## config.mk

```make
export PLATFORM = sky130hd
export DESIGN_NAME = corner_line_least_squares_flat
export DESIGN_NICKNAME = d
export VERILOG_FILES = /design/src/design/cll_pkg.sv /design/src/design/cll_if.sv /design/src/design/cll_mul_div.sv /design/src/design/corner_line_least_squares.sv /design/src/flat_wrapper.sv
export SDC_FILE = /design/constraint.sdc
export NUM_CORES = 2
export LEC_CHECK = 0
export ABC_CLOCK_PERIOD_IN_PS = 12900
export BUFFER_PORTS_ARGS = -buffer_cell sky130_fd_sc_hd__buf_2
export CAP_MARGIN = 5
export CORE_MARGIN = 2
export CORE_UTILIZATION = 30
export DETAILED_ROUTE_END_ITERATION = 10
export PLACE_DENSITY_LB_ADDON = 0.08
export SYNTH_ARGS = -nofsm -noshare
export SYNTH_HDL_FRONTEND = slang
export SYNTH_SLANG_ARGS = --single-unit
```

## constraint.sdc

```tcl
create_clock -name clk -period 12.9 [get_ports clk]
set_input_delay 1.935 -clock clk [delete_from_list [all_inputs] [get_ports clk]]
set_output_delay 1.935 -clock clk [all_outputs]
set_load 0.005 [all_outputs]
```

## src/design/cll_pkg.sv

```systemverilog
// cll_pkg: shared types and constants for the corner line least-squares block.
// Used by the channel interfaces, the shared multiply/divide unit and the top level.
// No dependencies.
package cll_pkg;

	localparam int MAX_RECTS  = 64;
	localparam int COORD_BITS = 12;

	// input field widths
	localparam int SIZE_BITS = COORD_BITS + 1;
	// corner coordinate, signed: -1 .. 2^COORD_BITS - 1 + 2^SIZE_BITS - 2
	localparam int PT_W  = COORD_BITS + 3;
	localparam int CNT_W = $clog2(MAX_RECTS + 1);
	localparam int SUM_W = PT_W + CNT_W;
	localparam int SQ_W  = 2 * PT_W + CNT_W;

	// shared unit datapath
	localparam int DW     = 64;
	localparam int ITER_W = $clog2(DW);
	localparam int FRAC_W = 16;
	localparam int OUT_W  = 32;

	typedef enum logic {
		OP_MUL,
		OP_DIV
	} op_t;

	typedef struct packed {
		logic start;
		op_t  op;
	} unit_cmd_t;

	typedef struct packed {
		logic busy;
		logic done;
	} unit_sts_t;

	typedef enum logic [1:0] {
		S_IDLE,
		S_RUN,
		S_OUT
	} state_t;

	typedef enum logic [3:0] {
		A_XY,   // accumulate x*y
		A_XX,   // accumulate x*x, x, y
		F_NXY,  // n * Sxy
		F_SXY,  // Sx * Sy, numerator
		F_NXX,  // n * Sxx
		F_SXX,  // Sx * Sx, denominator
		F_SDIV, // slope division
		F_SMUL, // slope * Sx
		F_IDIV  // intercept division
	} step_t;

endpackage

```

## src/design/cll_if.sv

```systemverilog
// cll_if: valid/ready channel interfaces for rectangle beats and fit result beats.
// Depends on cll_pkg for field widths.
interface rect_if;
	logic                            valid;
	logic                            ready;
	logic [cll_pkg::COORD_BITS-1:0]  rect_left;
	logic [cll_pkg::COORD_BITS-1:0]  rect_top;
	logic [cll_pkg::SIZE_BITS-1:0]   rect_width;
	logic [cll_pkg::SIZE_BITS-1:0]   rect_height;
	logic                            last_rect;

	modport source(output valid, rect_left, rect_top, rect_width, rect_height, last_rect,
		input ready);
	modport sink(input valid, rect_left, rect_top, rect_width, rect_height, last_rect,
		output ready);
endinterface

interface fit_if;
	logic                             valid;
	logic                             ready;
	logic signed [cll_pkg::OUT_W-1:0] slope_top;
	logic signed [cll_pkg::OUT_W-1:0] intercept_top;
	logic signed [cll_pkg::OUT_W-1:0] slope_bottom;
	logic signed [cll_pkg::OUT_W-1:0] intercept_bottom;
	logic                             top_degenerate;
	logic                             bottom_degenerate;

	modport source(output valid, slope_top, intercept_top, slope_bottom, intercept_bottom,
		top_degenerate, bottom_degenerate, input ready);
	modport sink(input valid, slope_top, intercept_top, slope_bottom, intercept_bottom,
		top_degenerate, bottom_degenerate, output ready);
endinterface

```

## src/design/cll_mul_div.sv

```systemverilog
// cll_mul_div: shared bit-serial unit, 64-bit shift-add multiply (low product)
// or 64-bit unsigned restoring divide (quotient). Depends on cll_pkg.
module cll_mul_div (
	input  logic                    clk,
	input  logic                    arst_n,
	input  cll_pkg::unit_cmd_t      cmd,
	input  logic [cll_pkg::DW-1:0]  a,
	input  logic [cll_pkg::DW-1:0]  b,
	output cll_pkg::unit_sts_t      sts,
	output logic [cll_pkg::DW-1:0]  res
);

	logic                        busy_q;
	logic                        done_q;
	logic [cll_pkg::ITER_W-1:0]  cnt_q;
	cll_pkg::op_t                op_q;
	logic [cll_pkg::DW-1:0]      a_q;
	logic [cll_pkg::DW-1:0]      b_q;
	logic [cll_pkg::DW-1:0]      acc_q;
	logic [cll_pkg::DW:0]        rem_q;
	logic [cll_pkg::DW:0]        rem_sh;
	logic                        fits;

	// divide step: shift in next dividend bit, trial subtract
	assign rem_sh = {rem_q[cll_pkg::DW-1:0], a_q[cll_pkg::DW-1]};
	assign fits   = rem_sh >= {1'b0, b_q};

	// control
	always_ff @(posedge clk or negedge arst_n) begin
		if (!arst_n) begin
			busy_q <= 1'b0;
			done_q <= 1'b0;
			cnt_q  <= '0;
		end else begin
			done_q <= 1'b0;
			if (cmd.start) begin
				busy_q <= 1'b1;
				cnt_q  <= '0;
			end else if (busy_q) begin
				cnt_q <= cnt_q + 1'b1;
				if (cnt_q == '1) begin
					busy_q <= 1'b0;
					done_q <= 1'b1;
				end
			end
		end
	end

	// datapath
	always_ff @(posedge clk) begin
		if (cmd.start) begin
			op_q  <= cmd.op;
			a_q   <= a;
			b_q   <= b;
			acc_q <= '0;
			rem_q <= '0;
		end else if (busy_q) begin
			if (op_q == cll_pkg::OP_MUL) begin
				if (b_q[0])
					acc_q <= acc_q + a_q;
				a_q <= a_q << 1;
				b_q <= b_q >> 1;
			end else begin
				if (fits) begin
					rem_q <= rem_sh - {1'b0, b_q};
					a_q   <= {a_q[cll_pkg::DW-2:0], 1'b1};
				end else begin
					rem_q <= rem_sh;
					a_q   <= {a_q[cll_pkg::DW-2:0], 1'b0};
				end
			end
		end
	end

	assign sts.busy = busy_q;
	assign sts.done = done_q;
	assign res      = (op_q == cll_pkg::OP_MUL) ? acc_q : a_q;

endmodule

```

## src/design/corner_line_least_squares.sv

```systemverilog
// corner_line_least_squares: top level, sequencer, accumulators and fit result register.
// Depends on cll_pkg, cll_if (rect_if, fit_if) and cll_mul_div.
//
// Takes one rectangle beat at a time and sums count, x, y, x*y and x*x for the top-left
// and bottom-right corners (at most MAX_RECTS rectangles per run; later ones are dropped
// but their last flag still counts). On the beat flagged last it fits y = b + m*x to each
// corner set and emits one result beat in signed Q16.16, rounded to nearest (ties away
// from zero) and saturated; a zero denominator gives the degenerate flag with m = b = 0.
// All multiplies and divides run through one bit-serial 64-bit multiply/divide unit,
// one bit per cycle. A rectangle takes four operations, during which rect.ready is low;
// the fit adds up to fourteen operations, plus a wait for the output register to be
// free. A result beat waits in its own register, so the next run's rectangles are taken
// while it is pending.
module corner_line_least_squares (
	input  logic     clk,
	input  logic     arst_n,
	rect_if.sink     rect,
	fit_if.source    fit
);

	// control
	cll_pkg::state_t    state_q, state_d;
	cll_pkg::step_t     step_q, step_d;
	logic               set_q, set_d;
	logic               pend_q;
	cll_pkg::unit_cmd_t cmd;
	cll_pkg::unit_sts_t sts;
	logic               unit_start;
	cll_pkg::op_t       unit_op;
	logic               rect_acc;
	logic               out_load;

	// latched beat
	logic signed [cll_pkg::PT_W-1:0] pt_x_q [2];
	logic signed [cll_pkg::PT_W-1:0] pt_y_q [2];
	logic                            last_q;

	// accumulators, index 0 top-left, 1 bottom-right
	logic        [cll_pkg::CNT_W-1:0] count_q;
	logic signed [cll_pkg::SUM_W-1:0] sx_q  [2];
	logic signed [cll_pkg::SUM_W-1:0] sy_q  [2];
	logic signed [cll_pkg::SQ_W-1:0]  sxy_q [2];
	logic signed [cll_pkg::SQ_W-1:0]  sxx_q [2];

	// fit temporaries and per-set results
	logic signed [cll_pkg::DW-1:0]    t_q, num_q, den_q;
	logic signed [cll_pkg::OUT_W-1:0] slope_q [2];
	logic signed [cll_pkg::OUT_W-1:0] icpt_q  [2];
	logic                             degen_q [2];

	// output register
	logic                             out_valid_q;
	logic signed [cll_pkg::OUT_W-1:0] o_slope_q [2];
	logic signed [cll_pkg::OUT_W-1:0] o_icpt_q  [2];
	logic                             o_degen_q [2];

	// unit operands
	logic [cll_pkg::DW-1:0]        op_a, op_b, res;
	logic signed [cll_pkg::DW-1:0] px, py, sx, sy, sxy, sxx, nn;
	logic signed [cll_pkg::DW-1:0] num_sh, num_mag, t_mag, den_new;
	logic                          degen_now;

	// corners of the incoming beat
	logic signed [cll_pkg::PT_W-1:0] in_x0, in_y0, in_x1, in_y1;
	assign in_x0 = cll_pkg::PT_W'(rect.rect_left);
	assign in_y0 = cll_pkg::PT_W'(rect.rect_top);
	assign in_x1 = in_x0 + cll_pkg::PT_W'(rect.rect_width) - cll_pkg::PT_W'(1);
	assign in_y1 = in_y0 + cll_pkg::PT_W'(rect.rect_height) - cll_pkg::PT_W'(1);

	// round-to-nearest magnitude back to a saturated signed Q16.16 word
	function automatic logic [cll_pkg::OUT_W-1:0] sat_q16(input logic neg,
		input logic [cll_pkg::DW-1:0] mag);
		logic [cll_pkg::DW-1:0] lim;
		logic [cll_pkg::DW-1:0] negv;
		lim  = cll_pkg::DW'(1) << (cll_pkg::OUT_W - 1);
		negv = -mag;
		if (neg)
			sat_q16 = (mag > lim) ? lim[cll_pkg::OUT_W-1:0] : negv[cll_pkg::OUT_W-1:0];
		else
			sat_q16 = (mag > lim - 1'b1) ? cll_pkg::OUT_W'(lim - 1'b1) : mag[cll_pkg::OUT_W-1:0];
	endfunction

	// operand selection
	assign px      = cll_pkg::DW'(pt_x_q[set_q]);
	assign py      = cll_pkg::DW'(pt_y_q[set_q]);
	assign sx      = cll_pkg::DW'(sx_q[set_q]);
	assign sy      = cll_pkg::DW'(sy_q[set_q]);
	assign sxy     = cll_pkg::DW'(sxy_q[set_q]);
	assign sxx     = cll_pkg::DW'(sxx_q[set_q]);
	assign nn      = signed'(cll_pkg::DW'(count_q));
	assign num_sh  = num_q <<< cll_pkg::FRAC_W;
	assign num_mag = num_sh[cll_pkg::DW-1] ? -num_sh : num_sh;
	assign t_mag   = t_q[cll_pkg::DW-1] ? -t_q : t_q;
	assign den_new = t_q - signed'(res);
	assign degen_now = (den_new <= 0);

	always_comb begin
		op_a    = '0;
		op_b    = '0;
		unit_op = cll_pkg::OP_MUL;
		case (step_q)
			cll_pkg::A_XY:  begin op_a = px;  op_b = py;  end
			cll_pkg::A_XX:  begin op_a = px;  op_b = px;  end
			cll_pkg::F_NXY: begin op_a = nn;  op_b = sxy; end
			cll_pkg::F_SXY: begin op_a = sx;  op_b = sy;  end
			cll_pkg::F_NXX: begin op_a = nn;  op_b = sxx; end
			cll_pkg::F_SXX: begin op_a = sx;  op_b = sx;  end
			cll_pkg::F_SDIV: begin
				unit_op = cll_pkg::OP_DIV;
				op_a    = num_mag + (den_q >>> 1);
				op_b    = den_q;
			end
			cll_pkg::F_SMUL: begin op_a = cll_pkg::DW'(slope_q[set_q]); op_b = sx; end
			cll_pkg::F_IDIV: begin
				unit_op = cll_pkg::OP_DIV;
				op_a    = t_mag + (nn >>> 1);
				op_b    = nn;
			end
			default: ;
		endcase
	end

	assign cmd = '{start: unit_start, op: unit_op};

	cll_mul_div u_unit (
		.clk    (clk),
		.arst_n (arst_n),
		.cmd    (cmd),
		.a      (op_a),
		.b      (op_b),
		.sts    (sts),
		.res    (res)
	);

	// sequencer state
	always_ff @(posedge clk or negedge arst_n) begin
		if (!arst_n) begin
			state_q <= cll_pkg::S_IDLE;
			step_q  <= cll_pkg::A_XY;
			set_q   <= 1'b0;
			pend_q  <= 1'b0;
		end else begin
			state_q <= state_d;
			step_q  <= step_d;
			set_q   <= set_d;
			if (cmd.start)
				pend_q <= 1'b1;
			else if (sts.done)
				pend_q <= 1'b0;
		end
	end

	// next state and handshake outputs
	always_comb begin
		state_d    = state_q;
		step_d     = step_q;
		set_d      = set_q;
		rect.ready = 1'b0;
		unit_start = 1'b0;
		out_load   = 1'b0;
		unique case (state_q)
			cll_pkg::S_IDLE: begin
				rect.ready = 1'b1;
				if (rect.valid) begin
					set_d = 1'b0;
					if (count_q < cll_pkg::CNT_W'(cll_pkg::MAX_RECTS)) begin
						state_d = cll_pkg::S_RUN;
						step_d  = cll_pkg::A_XY;
					end else if (rect.last_rect) begin
						state_d = cll_pkg::S_RUN;
						step_d  = cll_pkg::F_NXY;
					end
				end
			end
			cll_pkg::S_RUN: begin
				unit_start = !pend_q;
				if (sts.done) begin
					case (step_q)
						cll_pkg::A_XY: step_d = cll_pkg::A_XX;
						cll_pkg::A_XX: begin
							if (!set_q) begin
								set_d  = 1'b1;
								step_d = cll_pkg::A_XY;
							end else begin
								set_d  = 1'b0;
								step_d = cll_pkg::F_NXY;
								if (!last_q)
									state_d = cll_pkg::S_IDLE;
							end
						end
						cll_pkg::F_NXY: step_d = cll_pkg::F_SXY;
						cll_pkg::F_SXY: step_d = cll_pkg::F_NXX;
						cll_pkg::F_NXX: step_d = cll_pkg::F_SXX;
						cll_pkg::F_SDIV: step_d = cll_pkg::F_SMUL;
						cll_pkg::F_SMUL: step_d = cll_pkg::F_IDIV;
						default: begin
							// end of a set: denominator was zero or intercept is done
							if (step_q == cll_pkg::F_SXX && !degen_now) begin
								step_d = cll_pkg::F_SDIV;
							end else if (!set_q) begin
								set_d  = 1'b1;
								step_d = cll_pkg::F_NXY;
							end else begin
								set_d   = 1'b0;
								state_d = cll_pkg::S_OUT;
							end
						end
					endcase
				end
			end
			cll_pkg::S_OUT: begin
				if (!out_valid_q || fit.ready) begin
					out_load = 1'b1;
					state_d  = cll_pkg::S_IDLE;
				end
			end
			default: state_d = cll_pkg::S_IDLE;
		endcase
	end

	assign rect_acc = rect.valid && rect.ready;

	// accumulators and count
	always_ff @(posedge clk or negedge arst_n) begin
		if (!arst_n) begin
			count_q <= '0;
			for (int k = 0; k < 2; k++) begin
				sx_q[k]  <= '0;
				sy_q[k]  <= '0;
				sxy_q[k] <= '0;
				sxx_q[k] <= '0;
			end
		end else if (out_load) begin
			count_q <= '0;
			for (int k = 0; k < 2; k++) begin
				sx_q[k]  <= '0;
				sy_q[k]  <= '0;
				sxy_q[k] <= '0;
				sxx_q[k] <= '0;
			end
		end else if (state_q == cll_pkg::S_RUN && sts.done) begin
			if (step_q == cll_pkg::A_XY)
				sxy_q[set_q] <= sxy_q[set_q] + cll_pkg::SQ_W'(res);
			if (step_q == cll_pkg::A_XX) begin
				sxx_q[set_q] <= sxx_q[set_q] + cll_pkg::SQ_W'(res);
				sx_q[set_q]  <= sx_q[set_q] + cll_pkg::SUM_W'(pt_x_q[set_q]);
				sy_q[set_q]  <= sy_q[set_q] + cll_pkg::SUM_W'(pt_y_q[set_q]);
				if (set_q)
					count_q <= count_q + 1'b1;
			end
		end
	end

	// beat latch and fit datapath
	always_ff @(posedge clk) begin
		if (rect_acc) begin
			pt_x_q[0] <= in_x0;
			pt_y_q[0] <= in_y0;
			pt_x_q[1] <= in_x1;
			pt_y_q[1] <= in_y1;
			last_q    <= rect.last_rect;
		end
		if (state_q == cll_pkg::S_RUN && sts.done) begin
			case (step_q)
				cll_pkg::F_NXY, cll_pkg::F_NXX: t_q <= signed'(res);
				cll_pkg::F_SXY: num_q <= t_q - signed'(res);
				cll_pkg::F_SXX: begin
					den_q <= den_new;
					if (degen_now) begin
						degen_q[set_q] <= 1'b1;
						slope_q[set_q] <= '0;
						icpt_q[set_q]  <= '0;
					end
				end
				cll_pkg::F_SDIV: slope_q[set_q] <= signed'(sat_q16(num_q < 0, res));
				cll_pkg::F_SMUL: t_q <= (sy <<< cll_pkg::FRAC_W) - signed'(res);
				cll_pkg::F_IDIV: begin
					icpt_q[set_q]  <= signed'(sat_q16(t_q < 0, res));
					degen_q[set_q] <= 1'b0;
				end
				default: ;
			endcase
		end
	end

	// output register
	always_ff @(posedge clk or negedge arst_n) begin
		if (!arst_n)
			out_valid_q <= 1'b0;
		else if (out_load)
			out_valid_q <= 1'b1;
		else if (fit.ready)
			out_valid_q <= 1'b0;
	end

	always_ff @(posedge clk) begin
		if (out_load) begin
			for (int k = 0; k < 2; k++) begin
				o_slope_q[k] <= slope_q[k];
				o_icpt_q[k]  <= icpt_q[k];
				o_degen_q[k] <= degen_q[k];
			end
		end
	end

	assign fit.valid             = out_valid_q;
	assign fit.slope_top         = o_slope_q[0];
	assign fit.intercept_top     = o_icpt_q[0];
	assign fit.slope_bottom      = o_slope_q[1];
	assign fit.intercept_bottom  = o_icpt_q[1];
	assign fit.top_degenerate    = o_degen_q[0];
	assign fit.bottom_degenerate = o_degen_q[1];

	// checks
	a_start_idle: assert property (@(posedge clk) disable iff (!arst_n)
		cmd.start |-> !sts.busy && !pend_q)
		else $error("unit started while busy");

	a_ready_idle: assert property (@(posedge clk) disable iff (!arst_n)
		(state_q == cll_pkg::S_RUN) |-> !rect.ready)
		else $error("rectangle taken while sequencer runs");

	a_degen_top: assert property (@(posedge clk) disable iff (!arst_n)
		fit.valid && fit.top_degenerate |-> fit.slope_top == 0 && fit.intercept_top == 0)
		else $error("degenerate top fit with nonzero line");

	a_degen_bot: assert property (@(posedge clk) disable iff (!arst_n)
		fit.valid && fit.bottom_degenerate |->
			fit.slope_bottom == 0 && fit.intercept_bottom == 0)
		else $error("degenerate bottom fit with nonzero line");

	a_load_free: assert property (@(posedge clk) disable iff (!arst_n)
		out_load |-> !out_valid_q || fit.ready)
		else $error("result register overwritten");

endmodule
```

## src/flat_wrapper.sv

```systemverilog
// flat-port wrapper written by rule: the top's interface ports become plain ports
module corner_line_least_squares_flat 
  (clk, arst_n, rect_valid, rect_rect_left, rect_rect_top, rect_rect_width, rect_rect_height, rect_last_rect, rect_ready, fit_valid, fit_slope_top, fit_intercept_top, fit_slope_bottom, fit_intercept_bottom, fit_top_degenerate, fit_bottom_degenerate, fit_ready);
  rect_if rect_i ();
  fit_if fit_i ();
  input  logic clk;
  input  logic arst_n;
  input wire logic [$bits(rect_i.valid)-1:0] rect_valid;
  input wire logic [$bits(rect_i.rect_left)-1:0] rect_rect_left;
  input wire logic [$bits(rect_i.rect_top)-1:0] rect_rect_top;
  input wire logic [$bits(rect_i.rect_width)-1:0] rect_rect_width;
  input wire logic [$bits(rect_i.rect_height)-1:0] rect_rect_height;
  input wire logic [$bits(rect_i.last_rect)-1:0] rect_last_rect;
  output wire logic [$bits(rect_i.ready)-1:0] rect_ready;
  output wire logic [$bits(fit_i.valid)-1:0] fit_valid;
  output wire logic [$bits(fit_i.slope_top)-1:0] fit_slope_top;
  output wire logic [$bits(fit_i.intercept_top)-1:0] fit_intercept_top;
  output wire logic [$bits(fit_i.slope_bottom)-1:0] fit_slope_bottom;
  output wire logic [$bits(fit_i.intercept_bottom)-1:0] fit_intercept_bottom;
  output wire logic [$bits(fit_i.top_degenerate)-1:0] fit_top_degenerate;
  output wire logic [$bits(fit_i.bottom_degenerate)-1:0] fit_bottom_degenerate;
  input wire logic [$bits(fit_i.ready)-1:0] fit_ready;
  assign rect_i.valid = rect_valid;
  assign rect_i.rect_left = rect_rect_left;
  assign rect_i.rect_top = rect_rect_top;
  assign rect_i.rect_width = rect_rect_width;
  assign rect_i.rect_height = rect_rect_height;
  assign rect_i.last_rect = rect_last_rect;
  assign rect_ready = rect_i.ready;
  assign fit_valid = fit_i.valid;
  assign fit_slope_top = fit_i.slope_top;
  assign fit_intercept_top = fit_i.intercept_top;
  assign fit_slope_bottom = fit_i.slope_bottom;
  assign fit_intercept_bottom = fit_i.intercept_bottom;
  assign fit_top_degenerate = fit_i.top_degenerate;
  assign fit_bottom_degenerate = fit_i.bottom_degenerate;
  assign fit_i.ready = fit_ready;
  corner_line_least_squares u_core (.clk(clk), .arst_n(arst_n), .rect(rect_i), .fit(fit_i));
endmodule
```

Yosys cells after proc, flatten, opt, wreduce, memory -nomap -nowiden
Memory sizes are Yosys's and may differ from the RTL's.
Index checks and enable logic that the tools add are counted.
{ "op_classes": {"addsub": 19, "n_lt_le_gt_ge": 9, "n_eq_ne": 21, "n_mux": 118, "n_bitwise": 5, "n_reduce_logical": 37} }
{ "ops": {"columns": ["cell", "count"], "rows": [
  ["64-bit two-way mux", 9],
  ["64-bit case mux with 8 select lines", 1],
  ["74-bit two-way mux", 6],
  ["64-bit case mux with 6 select lines", 1],
  ["32-bit two-way mux", 10],
  ["44-bit two-way mux", 6],
  ["37-bit two-way mux", 7],
  ["22-bit two-way mux", 7],
  ["74-bit bitwise mux", 2],
  ["64-bit by 1-bit less-than comparator with 1-bit output, second input constant", 2],
  ["64-bit negation", 2],
  ["64-bit case mux with 2 select lines", 1],
  ["64-bit subtractor", 2],
  ["44-bit bitwise mux", 2],
  ["37-bit adder", 2],
  ["65-bit by 64-bit >= comparator with 1-bit output", 1],
  ["64-bit by 63-bit adder with 64-bit output", 1],
  ["64-bit adder", 1],
  ["64-bit by 7-bit adder with 64-bit output", 1],
  ["64-bit by 31-bit greater-than comparator with 1-bit output, second input constant", 1],
  ["64-bit by 32-bit greater-than comparator with 1-bit output, second input constant", 1],
  ["64-bit by 1-bit <= comparator with 1-bit output, second input constant", 1],
  ["38-bit by 64-bit subtractor with 64-bit output", 1],
  ["22-bit by 15-bit adder with 22-bit output", 2],
  ["47 further kinds", 139]
]} }
{ "totals": {"regBits": 710, "ram_bits": 320, "inputBits": 55, "output_inout_bits": 132, "word_cells": 243, "memories": 8} }
{ "memory_table": {"columns": ["memory", "words", "word_bits", "rd", "rd_clocked_by_memory_dff", "wr", "line_no", "rtl"], "rows": [
  ["u_core.icpt_q", 2, 32, 2, 0, 1, "corner_line_least_squares.sv:48", "logic signed [cll_pkg::OUT_W-1:0] icpt_q [2];"],
  ["u_core.o_icpt_q", 2, 32, 2, 0, 2, "corner_line_least_squares.sv:54", "logic signed [cll_pkg::OUT_W-1:0] o_icpt_q [2];"],
  ["u_core.o_slope_q", 2, 32, 2, 0, 2, "corner_line_least_squares.sv:53", "logic signed [cll_pkg::OUT_W-1:0] o_slope_q [2];"],
  ["u_core.slope_q", 2, 32, 3, 0, 1, "corner_line_least_squares.sv:47", "logic signed [cll_pkg::OUT_W-1:0] slope_q [2];"],
  ["u_core.pt_x_q", 2, 15, 1, 0, 2, "corner_line_least_squares.sv:34", "logic signed [cll_pkg::PT_W-1:0] pt_x_q [2];"],
  ["u_core.pt_y_q", 2, 15, 1, 0, 2, "corner_line_least_squares.sv:35", "logic signed [cll_pkg::PT_W-1:0] pt_y_q [2];"],
  ["+2 memories", null, null, null, null, null, null, null]
]} }

Depth between registers and ports, before layout
{ "logic_depth": {"word_depth": 9, "mapped_depth": 25, "mapped_depth_nobuf": 22} }

Hierarchy
A second synthesis with hierarchy kept.
{ "hier_totals": {"hier_cells": 7805, "area_unflattened_um2": 70580.2} }
{ "by_module_without_submodules": {"columns": ["module", "instances", "cells_each", "area_each_um2", "seq_area_each_um2"], "rows": [
  ["corner_line_least_squares", 1, 5472, 51149.1, 21080.2],
  ["cll_mul_div", 1, 2333, 19431.1, 6636.4]
]} }

Least setup slack after synthesis
OpenSTA, ideal clock, no wires.
{ "synth_path": {"kind": "register to register", "startpoint": "register u_core.u_unit.op_q", "endpoint": "memory u_core.degen_q[1] (enable)", "setup_ps": 427, "arrival_ps": 8523, "required_time_ps": 12473, "setup_slack_ps": 3951, "path_stages_with_launch": 24, "path_buffers": 6, "period_less_slack_ps": 8949, "path_cell_list": "edfxtp_1 buf_1 clkbuf_1 clkbuf_1 clkbuf_1 clkbuf_1 buf_1 mux2i_1 inv_1 ha_1 fa_1 nand2b_1 a211oi_1 nor2_1 a211oi_1 o21a_1 a2111oi_0 o31ai_1 mux2i_1 nor4_1 nand4_1 o21ai_0 a21oi_1 nor2b_1"} }
{ "synth_between": {"elab_chain_cells": 8} }
{ "synth_rtl": {"columns": ["item", "line_no", "rtl"], "rows": [
  ["from (decl)", "cll_mul_div.sv:16", "cll_pkg::op_t op_q;"],
  ["from (signal assigned)", "cll_mul_div.sv:52", "op_q <= cmd.op;"],
  ["64-bit two-way mux", "cll_mul_div.sv:77", "assign res = (op_q == cll_pkg::OP_MUL) ? acc_q : a_q;"],
  ["named net u_core.res, one bit", "corner_line_least_squares.sv:58", "logic [cll_pkg::DW-1:0] op_a, op_b, res;"],
  ["64-bit subtractor", "corner_line_least_squares.sv:94", "assign den_new = t_q - signed'(res);"],
  ["64-bit by 1-bit <= comparator with 1-bit output", "corner_line_least_squares.sv:95", "assign degen_now = (den_new <= 0);"],
  ["1-bit two-way mux", "corner_line_least_squares.sv:269", "if (degen_now) begin"],
  ["1-bit two-way mux", "corner_line_least_squares.sv:264", "case (step_q)"],
  ["1-bit two-way mux", "corner_line_least_squares.sv:263", "if (state_q == cll_pkg::S_RUN && sts.done) begin"],
  ["1-bit two-way mux (not written as such)", "corner_line_least_squares.sv:270", "degen_q[set_q] <= 1'b1;"],
  ["1-bit OR (no source line)", null, null],
  ["to (decl)", "corner_line_least_squares.sv:49", "logic degen_q [2];"]
]} }
The timed path passes the listed nets, and every way through them passes these cells.

Worst setup path in the final report
{ "layout_path": {"startpoint": "register u_core.u_unit.op_q", "endpoint": "memory u_core.icpt_q[1][28] (netlist bit) (enable)"} }
{ "layout_between": {"elab_chain_cells": 8} }
{ "layout_rtl": {"columns": ["item", "line_no", "rtl"], "rows": [
  ["64-bit two-way mux", "cll_mul_div.sv:77", null],
  ["named net u_core.res, one bit", "corner_line_least_squares.sv:58", null],
  ["64-bit subtractor", "corner_line_least_squares.sv:94", null],
  ["64-bit by 1-bit <= comparator with 1-bit output", "corner_line_least_squares.sv:95", null],
  ["1-bit two-way mux", "corner_line_least_squares.sv:269", null],
  ["1-bit two-way mux", "corner_line_least_squares.sv:264", null],
  ["1-bit two-way mux", "corner_line_least_squares.sv:263", null],
  ["1-bit two-way mux (not written as such)", "corner_line_least_squares.sv:272", "icpt_q[set_q] <= '0;"],
  ["1-bit OR (no source line)", null, null],
  ["to (decl)", "corner_line_least_squares.sv:48", null]
]} }
The timed path passes the listed nets, and every way through them passes these cells.

==> results.cfg <==
[critical_path]
ff2ff_setup_slack_ns = 4.38
worstPathMaxFanout = 36
end_kind = flip-flop
critPathLaunch = u_core.u_unit.op_q$_DFFE_PP_
crit_type = flip-flop to flip-flop
startpoint_type = flip-flop
arrival_ns = 8.96
crit_path_end = u_core.icpt_q[1][28]$_DFFE_PP_
reg2reg_depth = 21
reg2reg_from = u_core.u_unit.op_q$_DFFE_PP_
r2r_end = u_core.icpt_q[1][28]$_DFFE_PP_
crit_required_ns = 13.34

[synth]
yosysTopAreaCellShare_pct = 26.4
synth_area_leaders = edfxtp_1 (26%), dfrtp_1 (9.2%), ha_1 (7.9%)
ys.flop_type = edfxtp_1
yosysSeqAreaShare_pct = 39.3
synthDistinctLibCells = 90
synthesis.area_sq_um = 70500
ys_async_sr_fraction_pct = 25.8
yosys_warnings = 0
synth.net_count = 8205
synth_area_leader_cell = edfxtp_1
synth_edf_count = 621
netlist_instances = 7696
syn_avg_cell_area_sq_um = 9.16
ys_ff_latch = 1009

[final_layout]
area_delta_synth_final_pct = 13.1
fin_nets = 8280
final_core_util_pct = 34.2
final_cells = 11000
drive_gt1_share_pct = 10.0

[clock_tree]
post_cts_buffers = 0
cts-resized-gates = 0
htree_levels = 4
cts_tree = yes
cts_root_buffer = clkbuf_16
postCtsHoldBufs = 0
cts.clk_slew.worst_paths_ns = 0.06
clock_latency_ns = 0.82
cts.sinks = 1009
cts_made_buffers = 135
ctsLongestPathBuffers = 3

[placement]
dp.cells = 10800
io_buffers = 186
hpwlAfterDp_microns = 222000
place_congestion = 0.913

[floorplanning]
ios = 187
num_rows = 177
dieWidth_microns = 489
core_sq_um = 233000
start_util_pct = 30.2
die_height_microns = 489
die_area_sq_um = 239000

[sta]
fmax_mhz = 117
timing.slew.headroom_pct = 23.0
fin_crit_ns = 8.52
tns_ns = 0
slew_viol_final = 0
worst_clock_skew_ns = 0.0507
finalSetupViolCount = 0
holdWs_ns = 0.410
finalHoldViolations = 0
rsz0062_at_grt = false
worst_slew_pin_slew_ns = 1.13
fin_crit_sh_pct = 66.0

[route]
drcViolationCount = 0
ant_nets = 0
wl_per_cell_microns = 26.2
firstDrtPassIters = 7
avgViaCountPerCell = 5.58
vias = 61500
drt_iter0_drc = 5580
wl_microns = 289000

[global_route]
first_global_vias = 59600
grt_pass1_wl_microns = 419000
gr-total-overflow = 0
track_usage_pct = 23.7
antenna_found_initial = 18
grt_max_degree = 97

[worst_hold_path]
holdPathStages = 0
hold_class = flip-flop to flip-flop

[power]
p_per_area_nw_per_um2 = 214
p_leak_nw = 32.1
finalPower_w = 0.0171
vdd.ir_drop.worst_uv = 103

[run]
maxCapViolCount = 0

[run_status]
status = complete, no violations
## registers in the layout, summed over array words and instances (netlist names), 2 cells and up
| name | cells |
|---|---|
| u_core.icpt_q | 64 |
| u_core.num_q | 49 |
| u_core.t_q | 64 |
| u_core.state_q | 2 |
| u_core.sx_q | 44 |
| u_core.u_unit.cnt_q | 6 |
| u_core.den_q | 64 |
| u_core.sy_q | 44 |
| u_core.step_q | 4 |
| u_core.o_degen_q | 2 |
| u_core.degen_q | 2 |
| u_core.o_slope_q | 64 |
| u_core.u_unit.a_q | 64 |
| u_core.o_icpt_q | 64 |
| u_core.slope_q | 64 |
| u_core.u_unit.b_q | 64 |
| u_core.sxx_q | 74 |
| u_core.u_unit.acc_q | 64 |
| u_core.pt_y_q | 27 |
| u_core.u_unit.rem_q | 64 |
| u_core.sxy_q | 74 |
| u_core.pt_x_q | 27 |
| u_core.count_q | 7 |
## per-stage QoR
step	setup WS, ns	cell area (sq um)
2_1_floorplan	3.95	70500
3_3_place_gp	4.41	75200
3_5_place_dp	4.34	75200
4_1_cts	4.26	79700
5_1_grt	3.94	79700
6_report	4.38	79800
## per-layer routing
layer | up-vias | share of wire (%) | GRT usage, %
li1 | 28900 | - | -
met1 | 30600 | 48 | 34.0
met2 | 1756 | 44 | 37.1
met3 | 288 | 5.6 | 3.40
met4 | 4 | 2.5 | 5.91
met5 | - | 0.0086 | 0
## critical path, stage by stage, from the launching register on
cell	delay [ns]
edfxtp_1	0.98
buf_4	0.58
mux2i_1	0.51
inv_1	0.21
ha_1	0.26
fa_1	0.42
nand2b_1	0.23
a211oi_1	0.56
nor2_1	0.20
a211oi_1	0.53
o21a_1	0.28
a2111oi_0	0.12
buf_4	0.23
o31ai_1	0.71
mux2i_1	0.19
nor4_1	0.39
nand4_1	0.17
o21ai_0	0.43
buf_4	0.24
a21oi_1	0.17
nor2b_4	0.15
buf_4	0.42
## where the power goes
part | total [W] | internal (W) | leakage (nW) | switching (W)
Combinational | 0.00874 | 0.00324 | 19.7 | 0.00550
Clock | 0.00389 | 0.00225 | 2.22 | 0.00163
Sequential | 0.00446 | 0.00408 | 10.2 | 0.000382
Total | 0.0171 | 0.00957 | 32.1 | 0.00752
## kinds of logic (layout without fill, tap and decap cells)
family / after synthesis / after routing / share of synthesized area [%]
multiplexers: 337 / 337 / 5.11
XOR/XNOR: 536 / 536 / 6.66
buffers and inverters: 652 / 840 / 3.50
AND/OR/NAND/NOR: 2350 / 2350 / 16.3
adder cells (fa/ha/maj): 454 / 454 / 8.17
other: 0 / 5 / 0
AO/OA/AOI/OAI: 2358 / 2358 / 20.9
flip-flops: 1009 / 1009 / 39.3
## worst min path at each step
| stage | start | end |
|---|---|---|
| after floorplan | u_core.degen_q[0]$_DFFE_PP_ | u_core.o_degen_q[0][0]$_DFFE_PP_ |
| after global placement | u_core.icpt_q[1][3]$_DFFE_PP_ | u_core.o_icpt_q[0][35]$_DFFE_PP_ |
| after detailed placement | u_core.icpt_q[1][24]$_DFFE_PP_ | u_core.o_icpt_q[0][56]$_DFFE_PP_ |
| after CTS | u_core.icpt_q[1][24]$_DFFE_PP_ | u_core.o_icpt_q[0][56]$_DFFE_PP_ |
| after global routing | u_core.icpt_q[0][0]$_DFFE_PP_ | u_core.o_icpt_q[0][0]$_DFFE_PP_ |
| final | u_core.icpt_q[0][30]$_DFFE_PP_ | u_core.o_icpt_q[0][30]$_DFFE_PP_ |
## area by class of cell
class	count	area [sq um]
repair buffers	324	1990
fillers	23900	153000
clock buffers	168	3600
flip-flops and latches	1009	27700
inverters	266	1010
well taps	3132	3920
multi-input cells	6035	40600
diodes	5	12.5
clock inverters	82	930
## cell usage after synthesis (all sizes together) (199+ instances only)
| library cell | n |
|---|---|
| nand3 | 449 |
| a21o | 199 |
| xor2 | 212 |
| xnor2 | 324 |
| ha | 443 |
| a21oi | 694 |
| nand2 | 586 |
| edfxtp | 621 |
| dfrtp | 260 |
| o21ai | 642 |
| nor2 | 499 |
| inv | 266 |
| clkbuf | 315 |
## placed cells by master, fill, tap and decap left out, types with 80 or more instances in the layout
| master | count |
|---|---|
| dfrtp_1 | 259 |
| xor2_1 | 212 |
| clkbuf_16 | 137 |
| inv_1 | 264 |
| a21oi_1 | 693 |
| buf_4 | 137 |
| nand2_1 | 580 |
| nand3_1 | 446 |
| a21o_1 | 199 |
| nor2_1 | 487 |
| xnor2_1 | 324 |
| and3_1 | 80 |
| nand2b_1 | 104 |
| mux2i_1 | 190 |
| dfxtp_1 | 128 |
| edfxtp_1 | 621 |
| o21ai_0 | 637 |
| ha_1 | 443 |
| nor3_1 | 157 |
| a211oi_1 | 81 |
| buf_2 | 185 |
| mux2_2 | 142 |
Note: power is estimated with default switching activity, not from simulation.
